$ cat config.mk
export PLATFORM = sky130hd
export DESIGN_NAME = spo2r_dsq
export DESIGN_NICKNAME = d
export VERILOG_FILES = /design/src/rtl/core/spo2r_pkg.sv /design/src/rtl/core/spo2r_dsq.sv
export SDC_FILE = /design/constraint.sdc
export NUM_CORES = 1
export LEC_CHECK = 0
export BUFFER_PORTS_ARGS = -buffer_cell sky130_fd_sc_hd__buf_2
export CELL_PAD_IN_SITES_DETAIL_PLACEMENT = 0
export CELL_PAD_IN_SITES_GLOBAL_PLACEMENT = 1
export CORE_MARGIN = 5
export CORE_UTILIZATION = 48
export DETAILED_ROUTE_END_ITERATION = 12
export GPL_TIMING_DRIVEN = 0
export PLACE_DENSITY_LB_ADDON = 0.1
export SKIP_CTS_REPAIR_TIMING = 1
export SLEW_MARGIN = 10
export SYNTH_ARGS = -nofsm -noshare
export SYNTH_HDL_FRONTEND = slang
export SYNTH_SLANG_ARGS = --single-unit
$ cat constraint.sdc
create_clock -name clk -period 9.5 [get_ports clk]
set_input_delay 1.9 -clock clk [delete_from_list [all_inputs] [get_ports clk]]
set_output_delay 1.9 -clock clk [all_outputs]
set_load 0.01 [all_outputs]
$ cat src/rtl/core/spo2r_pkg.sv
// Shared types and constants for the SpO2 ratio-of-ratios estimator.
`timescale 1ns / 1ps
`default_nettype none
package spo2r_pkg;

  // Window storage
  localparam int MAX_WINDOW = 128;
  localparam int SLOT_W     = $clog2(MAX_WINDOW);
  localparam int FILL_W     = $clog2(MAX_WINDOW + 1);

  // Field widths
  localparam int SAMPLE_W = 18;
  localparam int SPO2_W   = 15;
  localparam int MEAN_W   = 34;
  localparam int RES_W    = 27;
  localparam int RMS_W    = 27;
  localparam int SUM_W    = 54 + SLOT_W;
  localparam int CFG_IDX_W  = 3;
  localparam int CFG_DATA_W = 26;

  // Configuration register indexes
  localparam logic [CFG_IDX_W-1:0] CFG_FINGER_THRESHOLD = 3'd0;
  localparam logic [CFG_IDX_W-1:0] CFG_MEAN_GAIN        = 3'd1;
  localparam logic [CFG_IDX_W-1:0] CFG_SMOOTH_GAIN      = 3'd2;
  localparam logic [CFG_IDX_W-1:0] CFG_MIN_AC_RMS       = 3'd3;
  localparam logic [CFG_IDX_W-1:0] CFG_SPO2_FLOOR       = 3'd4;
  localparam logic [CFG_IDX_W-1:0] CFG_SPO2_CEILING     = 3'd5;
  localparam logic [CFG_IDX_W-1:0] CFG_WINDOW_LENGTH    = 3'd6;

  // Curve coefficients (Q.16) and ratio limits (Q1.16)
  localparam logic [21:0] COEF_A   = 22'd2953052;
  localparam logic [20:0] COEF_B   = 21'd1989280;
  localparam logic [22:0] COEF_C   = 23'd6412370;
  localparam logic [16:0] R_LOW    = 17'd26214;
  localparam logic [16:0] R_ONE    = 17'd65536;
  localparam logic [MEAN_W-1:0] MEAN_ONE = 34'd65536;

  // Divide / square-root unit
  localparam int DSQ_W      = 64;
  localparam int DSQ_DIV_W  = 48;
  localparam int DIV_STEPS  = 64;
  localparam int SQRT_STEPS = 32;
  localparam int DSQ_CNT_W  = 7;

  typedef enum logic [0:0] {
    DSQ_DIV  = 1'b0,
    DSQ_SQRT = 1'b1
  } dsq_op_t;

  typedef struct packed {
    logic                 start;
    dsq_op_t              op;
    logic [DSQ_W-1:0]     a;
    logic [DSQ_DIV_W-1:0] b;
  } dsq_req_t;

  typedef struct packed {
    logic             busy;
    logic             done;
    logic [DSQ_W-1:0] result;
  } dsq_rsp_t;

endpackage
`default_nettype wire

$ cat src/rtl/core/spo2r_dsq.sv
// Iterative restoring divider and bit-pair integer square root, one step per cycle.
`timescale 1ns / 1ps
`default_nettype none
module spo2r_dsq (
  input  wire logic                clk,
  input  wire logic                rst_n,
  input  wire spo2r_pkg::dsq_req_t req,
  output spo2r_pkg::dsq_rsp_t      rsp
);

  logic                              busy_r;
  logic                              done_r;
  spo2r_pkg::dsq_op_t                op_r;
  logic [spo2r_pkg::DSQ_CNT_W-1:0]   cnt_r;
  logic [spo2r_pkg::DSQ_W-1:0]       x_r;
  logic [spo2r_pkg::DSQ_W-1:0]       q_r;
  logic [spo2r_pkg::DSQ_W-1:0]       bit_r;
  logic [spo2r_pkg::DSQ_DIV_W:0]     rem_r;
  logic [spo2r_pkg::DSQ_DIV_W-1:0]   b_r;

  logic [spo2r_pkg::DSQ_DIV_W:0]     rem_sh;
  logic                              rem_ge;
  logic [spo2r_pkg::DSQ_W-1:0]       sq_t;
  logic                              sq_ge;
  logic                              last;

  always_comb begin
    rem_sh = {rem_r[spo2r_pkg::DSQ_DIV_W-1:0], x_r[spo2r_pkg::DSQ_W-1]};
    rem_ge = rem_sh >= {1'b0, b_r};
    sq_t   = q_r + bit_r;
    sq_ge  = x_r >= sq_t;
    if (op_r == spo2r_pkg::DSQ_DIV) begin
      last = cnt_r == spo2r_pkg::DSQ_CNT_W'(spo2r_pkg::DIV_STEPS - 1);
    end else begin
      last = cnt_r == spo2r_pkg::DSQ_CNT_W'(spo2r_pkg::SQRT_STEPS - 1);
    end
  end

  always_ff @(posedge clk) begin
    if (!rst_n) begin
      busy_r <= 1'b0;
      done_r <= 1'b0;
    end else begin
      done_r <= 1'b0;
      if (req.start) begin
        busy_r <= 1'b1;
        op_r   <= req.op;
        cnt_r  <= '0;
        x_r    <= req.a;
        b_r    <= req.b;
        rem_r  <= '0;
        q_r    <= '0;
        bit_r  <= {2'b01, {(spo2r_pkg::DSQ_W - 2){1'b0}}};
      end else if (busy_r) begin
        cnt_r <= cnt_r + 1'b1;
        if (op_r == spo2r_pkg::DSQ_DIV) begin
          // shift in one dividend bit, subtract when it fits
          x_r <= {x_r[spo2r_pkg::DSQ_W-2:0], 1'b0};
          if (rem_ge) begin
            rem_r <= rem_sh - {1'b0, b_r};
            q_r   <= {q_r[spo2r_pkg::DSQ_W-2:0], 1'b1};
          end else begin
            rem_r <= rem_sh;
            q_r   <= {q_r[spo2r_pkg::DSQ_W-2:0], 1'b0};
          end
        end else begin
          if (sq_ge) begin
            x_r <= x_r - sq_t;
            q_r <= {1'b0, q_r[spo2r_pkg::DSQ_W-1:1]} + bit_r;
          end else begin
            q_r <= {1'b0, q_r[spo2r_pkg::DSQ_W-1:1]};
          end
          bit_r <= {2'b00, bit_r[spo2r_pkg::DSQ_W-1:2]};
        end
        if (last) begin
          busy_r <= 1'b0;
          done_r <= 1'b1;
        end
      end
    end
  end

  assign rsp.busy   = busy_r;
  assign rsp.done   = done_r;
  assign rsp.result = q_r;

endmodule
`default_nettype wire

==> results.cfg <==
[placed_design]
io_buffers = 181
place_hpwl_um = 62290
gp_congestion = 0.9240
dp_slack_ps = 2509

[floorplanning]
core_mm2 = 0.04745
fp.dieH_um = 228.2
start_util = 0.4819
die-width_um = 228.2
pin_count = 182
rows = 80
dieArea_mm2 = 0.05210

[outcome]
status = complete, no violations

[critical_path]
crit_end = x_r[13]
r2r-end = x_r[13]
crit_start = q_r[24]
r2r_cells = 22
reg2reg_slack_ps = 2410
path_class = register to register
cp-start-kind = register
worstPathArrival_ps = 7360
end_kind = register
cp.required_ps = 9770
critPathMaxFanout = 26
r2r_start = q_r[24]

[sta]
fin_skew_ps = 23.34
min_period_ps = 7090
hold_violations = 0
setup_viol = 0
rsz0062_at_grt = false
postLayoutSetupSlackWorst_ps = 2410
clock.fmax_mhz = 141.0
holdWs_ps = 596.2
maxSlewViolCount = 0
tightest_slew_ps = 1252
maxSlewHeadroom = 0.1653
post-route-period-util = 0.7463

[route]
vias_per_cell = 6.067
antenna_left = 0
avgRoutedWirePerCell_um = 22.79
drt-total-wl_um = 79390
drt_iter0_drc = 1665
first_pass_iters = 6
drc_errors = 0
dr_total_vias = 21140

[hold_path]
whs_path_depth = 2
worstHoldPathType = register to register

[grt]
grt_pass1_wl_um = 120300
grt-ovfl-total = 0
grt_max_degree = 42
antenna_found_initial = 0
grt_pass1_vias = 20830
grt_usage = 0.2927

[yosys]
synthCells = 2616
yosys_warnings = 0
synth_ff_type = edfxtp_1
syn_avg_cell_area_um2 = 8.740
netlist_area_mm2 = 0.02286
ys_ff_latch = 266
synth_top_cell_by_area = edfxtp_1
synthArstFlopShare = 0
synth_top_area_share = 0.3467
yosysSeqAreaShare = 0.3485
synth.area.top_cells = edfxtp_1, ha_1, a21oi_1
ys_types = 91
synth_nets = 2913
synth-edff-count = 264

[finish]
drive_gt1_frac = 0.1193
syn_to_final_growth_pct = 13.28
multiInputGateArea_mm2 = 0.01399
n_fill_cell = 4516
seq_area_mm2 = 0.007968
nets = 3139

[pwr]
p_leak_nw = 10.29
ir_drop_uv = 169.0
power_per_cell_area_mw_per_mm2 = 186.0
p_total_mw = 4.818

[clock_tree]
clkSinkCount = 266
htreeDepth = 2
cts_tree = built
root_buffer = clkbuf_16
clockBufferDepth = 3
worst_skew_pair.late_latency_ps = 580
numCtsBuffers = 37
cts.clk_slew.worst_paths_ps = 60

[run]
max_cap_violations = 0
worst max-delay path, stage by stage (launching register included):
cell and delay [ps]:
edfxtp_1 540, ha_1 450, nand4_1 160, nor4_1 420, nand2_1 110, o211ai_2 320
a41oi_2 230, a21oi_2 270, a41o_1 290, a21o_2 210, a41oi_2 140, xnor2_1 380
ha_1 180, clkbuf_1 290, nand4_1 240, nor3_1 280, nand4b_1 240, a311oi_2 400
nor2_1 180, buf_4 230, buf_2 240, a21oi_4 650, buf_12 270
flip-flops by register name, summed over array words and instances, names as in the netlist:
name / cells
busy_r: 1
b_r: 48
bit_r: 32
cnt_r: 7
rem_r: 48
op_r: 1
done_r: 1
x_r: 64
q_r: 64
metrics by stage:
stage | TNS [ps] | cell area, um^2 | util | cells
final | 0 | 25900 | 0.5459 | 3484
after floorplan | 0 | 22860 | - | 2616
after global placement | -118450 | 24540 | 0.5172 | 3412
after global routing | 0 | 25890 | 0.5458 | 3482
after CTS | 0 | 25890 | 0.5458 | 3482
after detailed placement | 0 | 24690 | 0.5203 | 3418
cell usage after synthesis, types with 21 or more instances:
| library cell | count |
|---|---|
| nand2_1 | 312 |
| edfxtp_1 | 264 |
| a21oi_1 | 236 |
| nor2_1 | 208 |
| ha_1 | 179 |
| o21ai_0 | 167 |
| xnor2_1 | 109 |
| xor2_1 | 105 |
| inv_1 | 93 |
| clkbuf_1 | 89 |
| a21o_1 | 74 |
| a31oi_1 | 74 |
| nor2b_1 | 63 |
| nand3_1 | 57 |
| a211oi_1 | 46 |
| nand4_1 | 45 |
| o21bai_1 | 43 |
| nor3_1 | 32 |
| mux2i_1 | 28 |
| buf_2 | 26 |
| o211ai_1 | 25 |
| a22oi_1 | 23 |
| o21a_1 | 21 |
how the worst min path moves through the flow:
| stage | from | endpoint | slack (ps) |
|---|---|---|---|
| after CTS | rem_r[39] | rem_r[40] | 590 |
| after floorplan | busy_r | done_r | 510 |
| after detailed placement | rem_r[39] | rem_r[40] | 570 |
| after global routing | busy_r | done_r | 600 |
| final | x_r[59] | x_r[60] | 600 |
| after global placement | x_r[59] | x_r[60] | 560 |
power by group:
| group | leakage (nW) | switching (mW) | internal [mW] |
|---|---|---|---|
| sequential | 2.55 | 0.0981 | 1.43 |
| combinational | 7.15 | 1.16 | 0.705 |
| clock | 0.592 | 0.585 | 0.843 |
layout by cell type (no fill, tap or decap), types with 91 or more instances in the layout:
cell type	Yosys	layout
a21oi_1	236	235
buf_2	26	207
clkbuf_1	89	93
edfxtp_1	264	264
ha_1	179	179
inv_1	93	91
nand2_1	312	312
nor2_1	208	206
o21ai_0	167	166
xnor2_1	109	109
xor2_1	105	105
cells by family after synthesis:
| group | synth area share |
|---|---|
| AOI/OAI and AO/OA | 0.2450 |
| xor gates and xnor gates | 0.08198 |
| adders and majority gates | 0.09971 |
| buffers and inverters | 0.04055 |
| DFF | 0.3485 |
| muxes | 0.01423 |
| and+or+nand+nor | 0.1701 |
area by class of cell:
class,count,area share
multi-input cells,2124,0.5404
flip-flops and latches,266,0.3076
repair buffers,187,0.03962
clock buffers,42,0.03730
well taps,615,0.02971
plain buffers,132,0.02217
inverters,94,0.01372
clock inverters,22,0.009276
diodes,2,0.0001932
per-layer routing:
layer / GRT usage / wire, um / up-vias
met5: 0 / 0 / -
met4: 0.08830 / 2244 / 0
met3: 0.04899 / 5331 / 119
met2: 0.5075 / 38120 / 739
met1: 0.3768 / 33690 / 10100
li1: - / - / 10180
No activity file was read; power rests on OpenSTA's default activity.
