`src/rtl/core/spo2r_ram.sv`:
```
// Generic single-write, single-read RAM with registered read data.
`timescale 1ns / 1ps
`default_nettype none
module spo2r_ram #(
  parameter int WIDTH = 8,
  parameter int DEPTH = 16
) (
  input  wire logic                     clk,
  input  wire logic                     we,
  input  wire logic [$clog2(DEPTH)-1:0] waddr,
  input  wire logic [WIDTH-1:0]         wdata,
  input  wire logic [$clog2(DEPTH)-1:0] raddr,
  output logic      [WIDTH-1:0]         rdata
);

  logic [WIDTH-1:0] mem_r [DEPTH];

  always_ff @(posedge clk) begin
    if (we) begin
      mem_r[waddr] <= wdata;
    end
    rdata <= mem_r[raddr];
  end

endmodule
`default_nettype wire

```
`config.mk`:
```
export PLATFORM = sky130hd
export DESIGN_NAME = spo2r_ram
export DESIGN_NICKNAME = d
export VERILOG_FILES = /design/src/rtl/core/spo2r_ram.sv
export SDC_FILE = /design/constraint.sdc
export NUM_CORES = 1
export LEC_CHECK = 0
export BUFFER_PORTS_ARGS = -buffer_cell sky130_fd_sc_hd__buf_2
export CAP_MARGIN = 10
export CELL_PAD_IN_SITES_DETAIL_PLACEMENT = 0
export CELL_PAD_IN_SITES_GLOBAL_PLACEMENT = 2
export CORE_ASPECT_RATIO = 1.75
export CORE_MARGIN = 3
export CORE_UTILIZATION = 40
export DETAILED_ROUTE_END_ITERATION = 16
export GPL_TIMING_DRIVEN = 0
export MAX_ROUTING_LAYER = met4
export PLACE_DENSITY = 0.69
export SLEW_MARGIN = 20
export SYNTH_ARGS = -nofsm -noshare
export SYNTH_HDL_FRONTEND = slang
export SYNTH_SLANG_ARGS = --single-unit
```
`constraint.sdc`:
```
create_clock -name clk -period 3.2 [get_ports clk]
set_input_delay 0 -clock clk [delete_from_list [all_inputs] [get_ports clk]]
set_output_delay 0 -clock clk [all_outputs]
set_load 0.02 [all_outputs]
```
==> results of run 1 <==
[per-stage QoR]
stage	setup WS (ns)	hold slack [ns]
floorplan	1.71	0.0989
global placement	1.08	0.404
detailed placement	1.45	0.408
CTS	1.76	0.00282
global route	1.67	0.0170
finish	1.75	0.0103
[power groups by stage]
| stage | registers (mW) | logic, mW | clock network [mW] |
|---|---|---|---|
| finish | 2.00 | 0.208 | 1.85 |
| global route | 2.01 | 0.227 | 1.97 |
| CTS | 2.00 | 0.215 | 1.88 |
| detailed placement | 2.04 | 0.210 | 0 |
| global placement | 2.04 | 0.206 | 0 |
| floorplan | 2.05 | 0.101 | 0 |
[cells by family (layout without fill, tap and decap cells)]
group	Yosys count	after routing	share of synthesized area, %
DFF	136	136	77.8
and+or+nand+nor	35	35	3.18
muxes	32	32	15.0
AOI/OAI and AO/OA	16	16	2.33
buffers and inverters	10	70	1.68
[flip-flops by register name, indices dropped and copies added, names as in the netlist]
| signal | cells |
|---|---|
| mem_r | 128 |
| rdata | 8 |
[worst max-delay path: stages, from the launching register on]
cell,delay (ns)
edfxtp_1,0.36
mux4_1,0.55
a22oi_1,0.33
nand2_1,0.10
[final timing paths]
path | from | end | depth (start not counted)
worst max register to register | mem_r[1][1] | rdata[1] | 3
worst min-delay path | wdata[2] | mem_r[8][2] | 1
worst max-delay path | mem_r[1][1] | rdata[1] | 3
worst min register to register | mem_r[14][0] | rdata[0] | 3
[area by class of cell]
| type | count | area [µm²] |
|---|---|---|
| Clock inverter | 12 | 134 |
| Clock buffer | 19 | 433 |
| Multi-Input combinational cell | 83 | 1080 |
| Tap cell | 168 | 210 |
| Sequential cell | 136 | 4000 |
| Timing Repair Buffer | 29 | 170 |
| Fill cell | 1051 | 6380 |
| Buffer | 10 | 86.3 |
[per-layer routing]
metal	vias to the layer above	part of all wire, %
met4	0	3.4
met2	63	55
met5	-	0
met1	1206	37
met3	17	3.9
li1	1069	-
[placed cells by master, fill, tap and decap left out, types with 3 or more instances in the layout]
master / instances
edfxtp_1: 128
buf_6: 3
nand2_1: 9
a22oi_1: 16
buf_2: 27
nor2_1: 13
mux4_1: 14
dlygate4sd3_1: 5
nor3_2: 4
mux4_2: 18
clkdlybuf4s25_2: 3
dfxtp_1: 8
bufinv_16: 3
clkbuf_16: 17
clkinv_1: 5
==> run summary, run 1 <==
synth cell count leaders = 128 x edfxtp_1, 18 x mux4_2, 16 x a22oi_1, 14 x mux4_1, 13 x nor2_1
final setup TNS = 0 ns
Syn-to-layout area delta = 18.8%
worst-case register-to-register setup slack = 1.75 ns
proportion of layout cells with a drive suffix above 1 = 28.0%
area of all placed cells without fillers = 6110 µm²
skew final = 0.00295 ns
final period utilization = 45.4%
H-tree level count = 4
data arrival time of the critical path = 1.74 ns
cts bufs inserted = 17
final total power = 4.06 mW
setup repair after global routing missed its margin = false
largest cells by area after synthesis = edfxtp_1 75%, mux4_2 7.9%, mux4_1 7.1%
DIE HEIGHT = 156 µm
net count after synthesis = 247
Final Max Slew Viols = 0
Hold-fix buffers, CTS = 5
FFs w/ async S/R, synth = 0%
number of synthesized flops with an enable pin = 128
Peak VDD IR = 0.324 mV
clock root buffer = clkbuf_16
top-count cell post-synth = edfxtp_1
critical path start-end classification = reg -> reg
internal power contribution = 3.28 mW
antenna viol nets, final = 0
area of the die = 14300 µm²
post-DR wirelength/cell = 22.2 µm
area of the core = 12500 µm²
cell row count = 54
post-synth design cell area = 5150 µm²
most heavily used metal layer in global routing = met2
initial core utilization = 41.2%
share of the yosys chip area belonging to registers = 77.8%
maximum clock rate = 689 MHz
switching power as a share of total power = 19.3%
number of instances in the placed design = 421
Final Net Count = 295
number of buffers on the longest clock path = 2
met1 Use GR = 17.7%
met3 usage = 4.39%
worst slew margin relative to its limit = 42.3%
pin count of the biggest net entering global routing = 17
synthesized area per cell = 22.5 µm²
library cells used by synthesis = 19
Final Non-Filler Cells = 457
result of the run = finished clean
Clk network pwr share = 45.6%
Port Buffer Count = 24
clock transition at the register clock pins on the worst setup and hold paths after CTS = 0.05 ns
number of flip-flops and latches in the synthesized netlist = 136
insertion delay to the later sink of the worst-skew pair = 0.40 ns
GR met2 Demand/Resource = 26.8%
area share of the largest cell type after synthesis = 74.7%
number of gates given a new drive strength after cts = 0
switching pwr = 786 µW
number of hold violations in the final report = 0
iteration count of the initial detailed-routing pass = 4
via-per-instance ratio = 5.15
DR iter-0 viols = 132
Synth warnings = 0
startpoint types = flop
first-pass GRT wire length = 15400 µm
wire length after detailed routing = 10100 µm
number of clock sinks = 136
Die Wd = 91.8 µm
gpl congestion = 0.722
ant diodes = 0
ys flop type = edfxtp_1
Sequential Power Share = 49.3%
number of placed I/O pins = 26
routed vias = 2355
Critical Path RT = 3.48 ns
aggregate global-route resource usage = 16.0%
endpoint type of the worst setup path = flop
HPWL reported at the end of detailed placement = 6840 µm
initial antenna violation count = 0
Tightest Hold Check Type = in -> reg
largest fanout of any net on the critical path = 1
combinational power share = 5.1%
grt ovf = 0
placed inst area = 5500 µm²
cells after synthesis = 229
largest area contributor in the netlist = edfxtp_1
PwrDens = 665 nW/µm²
post-layout min period = 1.45 ns
post-route DRC violation count = 0
clock tree from TritonCTS = done
number of setup buffers added after CTS = 0
Core Util, Final = 48.9%
final setup violation count = 0
leakage component of the power = 2.03 nW
transition time of the tightest slew-check pin = 0.863 ns
via count of the first global-routing pass = 2550
# Max-Cap Violations = 0
No activity file was read; power rests on OpenSTA's default activity.
==> run 2, diff against run 1 <==
ABC_AREA = 1   (was unset)
CORE_UTILIZATION = 36   (was 40)
PLACE_DENSITY = 0.76   (was 0.69)
clock period = 1.3 ns   (was 3.2 ns; I/O delays follow)
==> run summary, run 2 <==
result of the run = finished clean
commonest cells after routing, fill and taps aside = 173 x nand2_1, 128 x edfxtp_1, 100 x inv_1, 97 x nand3_1, 35 x buf_2
Die Wd = 102 µm
number of placed I/O pins = 26
Port Buffer Count = 22
cell with the biggest individual delay on the critical path = nor2_1
Final Max Slew Viols = 0
data arrival time of the critical path = 1.11 ns
area occupied by multi-input gates = 1210 µm²
share of the yosys chip area belonging to registers = 69.4%
FFs w/ async S/R, synth = 0%
post-synth design cell area = 5770 µm²
post-layout min period = 1.07 ns
critical path start-end classification = in -> reg
clock root buffer = clkbuf_16
PwrDens = 1510 nW/µm²
library cells used by synthesis = 12
area of the core = 15500 µm²
skew final = 0.00622 ns
largest cells by area after synthesis = edfxtp_1 67%, nand2_1 11%, nand3_1 8.4%
Syn-to-layout area delta = 15.7%
clock tree from TritonCTS = done
H-tree level count = 4
endpoint type of the worst setup path = flop
Critical Path RT = 1.33 ns
net count after synthesis = 569
worst slew margin relative to its limit = 38.6%
CP peak stage delay = 0.74 ns
gpl congestion = 0.862
setup repair after global routing missed its margin = false
cells after synthesis = 551
leakage component of the power = 2.86 nW
Final Net Count = 611
# Max-Cap Violations = 0
Setup crit start = waddr[2]
biggest registers after layout = mem_r x128, rdata x8
synth cell count leaders = 173 x nand2_1, 128 x edfxtp_1, 100 x inv_1, 97 x nand3_1, 17 x nor2_1
insertion delay to the later sink of the worst-skew pair = 0.42 ns
post-route DRC violation count = 0
most common library cell in the layout ignoring fill and taps = nand2_1
via count of the first global-routing pass = 3735
proportion of layout cells with a drive suffix above 1 = 12.5%
final total power = 10.1 mW
cell row count = 60
Layout fillers = 1483
flip-flop and latch area = 4000 µm²
synthesized area per cell = 10.5 µm²
first-pass GRT wire length = 22600 µm
final setup violation count = 0
Core Util, Final = 42.9%
area of the die = 17600 µm²
number of flip-flops in the largest register = 128
iteration count of the initial detailed-routing pass = 4
Synth warnings = 0
startpoint types = input pin
number of synthesized flops with an enable pin = 128
number of gates given a new drive strength after cts = 0
Peak VDD IR = 0.883 mV
clock transition at the register clock pins on the worst setup and hold paths after CTS = 0.06 ns
worst reg2reg path startpoint = mem_r[0][3]
top-count cell post-synth = nand2_1
startpoint of the most critical hold path = wdata[7]
via-per-instance ratio = 4.75
routed vias = 3764
cts bufs inserted = 17
initial core utilization = 37.1%
number of buffers on the longest clock path = 2
number of hold violations in the final report = 0
HPWL reported at the end of detailed placement = 10500 µm
area of all placed cells without fillers = 6670 µm²
cell breakdown of the critical path = buf_2, nand3b_1, nor2_1
grt ovf = 0
number of flip-flops and latches in the synthesized netlist = 136
maximum clock rate = 933 MHz
transition time of the tightest slew-check pin = 0.918 ns
antenna viol nets, final = 0
largest register by flop count = mem_r
number of clock sinks = 136
ant diodes = 0
wire length after detailed routing = 15200 µm
DIE HEIGHT = 173 µm
post-DR wirelength/cell = 19.2 µm
largest area contributor in the netlist = edfxtp_1
final period utilization = 82.5%
DR iter-0 viols = 206
final setup TNS = 0 ns
initial antenna violation count = 0
ys flop type = edfxtp_1
Tightest Hold Check Type = in -> reg
largest fanout of any net on the critical path = 8
area share of the largest cell type after synthesis = 66.7%
placed inst area = 6110 µm²
pin count of the biggest net entering global routing = 17
aggregate global-route resource usage = 18.8%
-- run 2: cell types whose count changed in the layout (fill, tap and decap cells not counted), moves of 14 or more --
cell | previous run | this run
mux4_1 | 14 | 0
nand3_1 | 1 | 97
a22oi_1 | 16 | 0
nand2_1 | 9 | 173
inv_1 | 0 | 100
mux4_2 | 18 | 0
-- run 2: repair_timing --
item,in CTS,in global routing
hold buffers,1,0
endpoints found under the hold margin,16,0
buffers inserted,0,0
-- run 2: layout make-up --
class / count / share of cell area (%)
Clock buffer: 18 / 6.43
Buffer: 24 / 2.49
Tap cell: 186 / 3.49
Sequential cell: 136 / 60.0
Timing Repair Buffer: 23 / 1.80
Multi-Input combinational cell: 289 / 18.2
Clock inverter: 14 / 1.87
Inverter: 102 / 5.74
-- run 2: final timing paths --
check                 end  cells after the start  slack [ns]
max          mem_r[11][5]                      3        0.23
max reg2reg      rdata[3]                      6        0.25
min           mem_r[1][7]                      1        0.02
min reg2reg      rdata[6]                      6        0.66
-- run 2: logic make-up after synthesis --
kind of cell | count (synthesis) | synth area share, %
DFF | 136 | 69.4
and+or+nand+nor | 289 | 21.0
buffers and inverters | 126 | 9.52
-- run 2: through the flow --
step / hold WS, ns / worst slack (ns) / instances
after floorplan: 0.0989 / 0.349 / 551
after global placement: 0.420 / -0.182 / 759
after detailed placement: 0.416 / -0.215 / 759
after CTS: 0.00732 / 0.217 / 792
after global routing: 0.0139 / 0.121 / 792
final: 0.0181 / 0.228 / 792
-- run 2: report_power, final --
group,total [mW],internal (mW),switching (mW)
clock network,4.49,2.63,1.86
registers,4.93,4.90,0.0244
logic,0.689,0.190,0.498
total,10.1,7.72,2.38
-- run 2: per-layer routing --
| metal | track usage [%] | share of wire [%] | vias to the layer above |
|---|---|---|---|
| li1 | - | - | 1862 |
| met1 | 20.3 | 38 | 1799 |
| met2 | 33.6 | 56 | 81 |
| met3 | 3.42 | 3.6 | 22 |
| met4 | 6.88 | 2.4 | 0 |
| met5 | - | 0 | - |
-- run 2: critical path: cells and delay by family --
kind,cells,cell delay (ns)
AND/OR/NAND/NOR,2,0.98
buffers and inverters,1,0.12
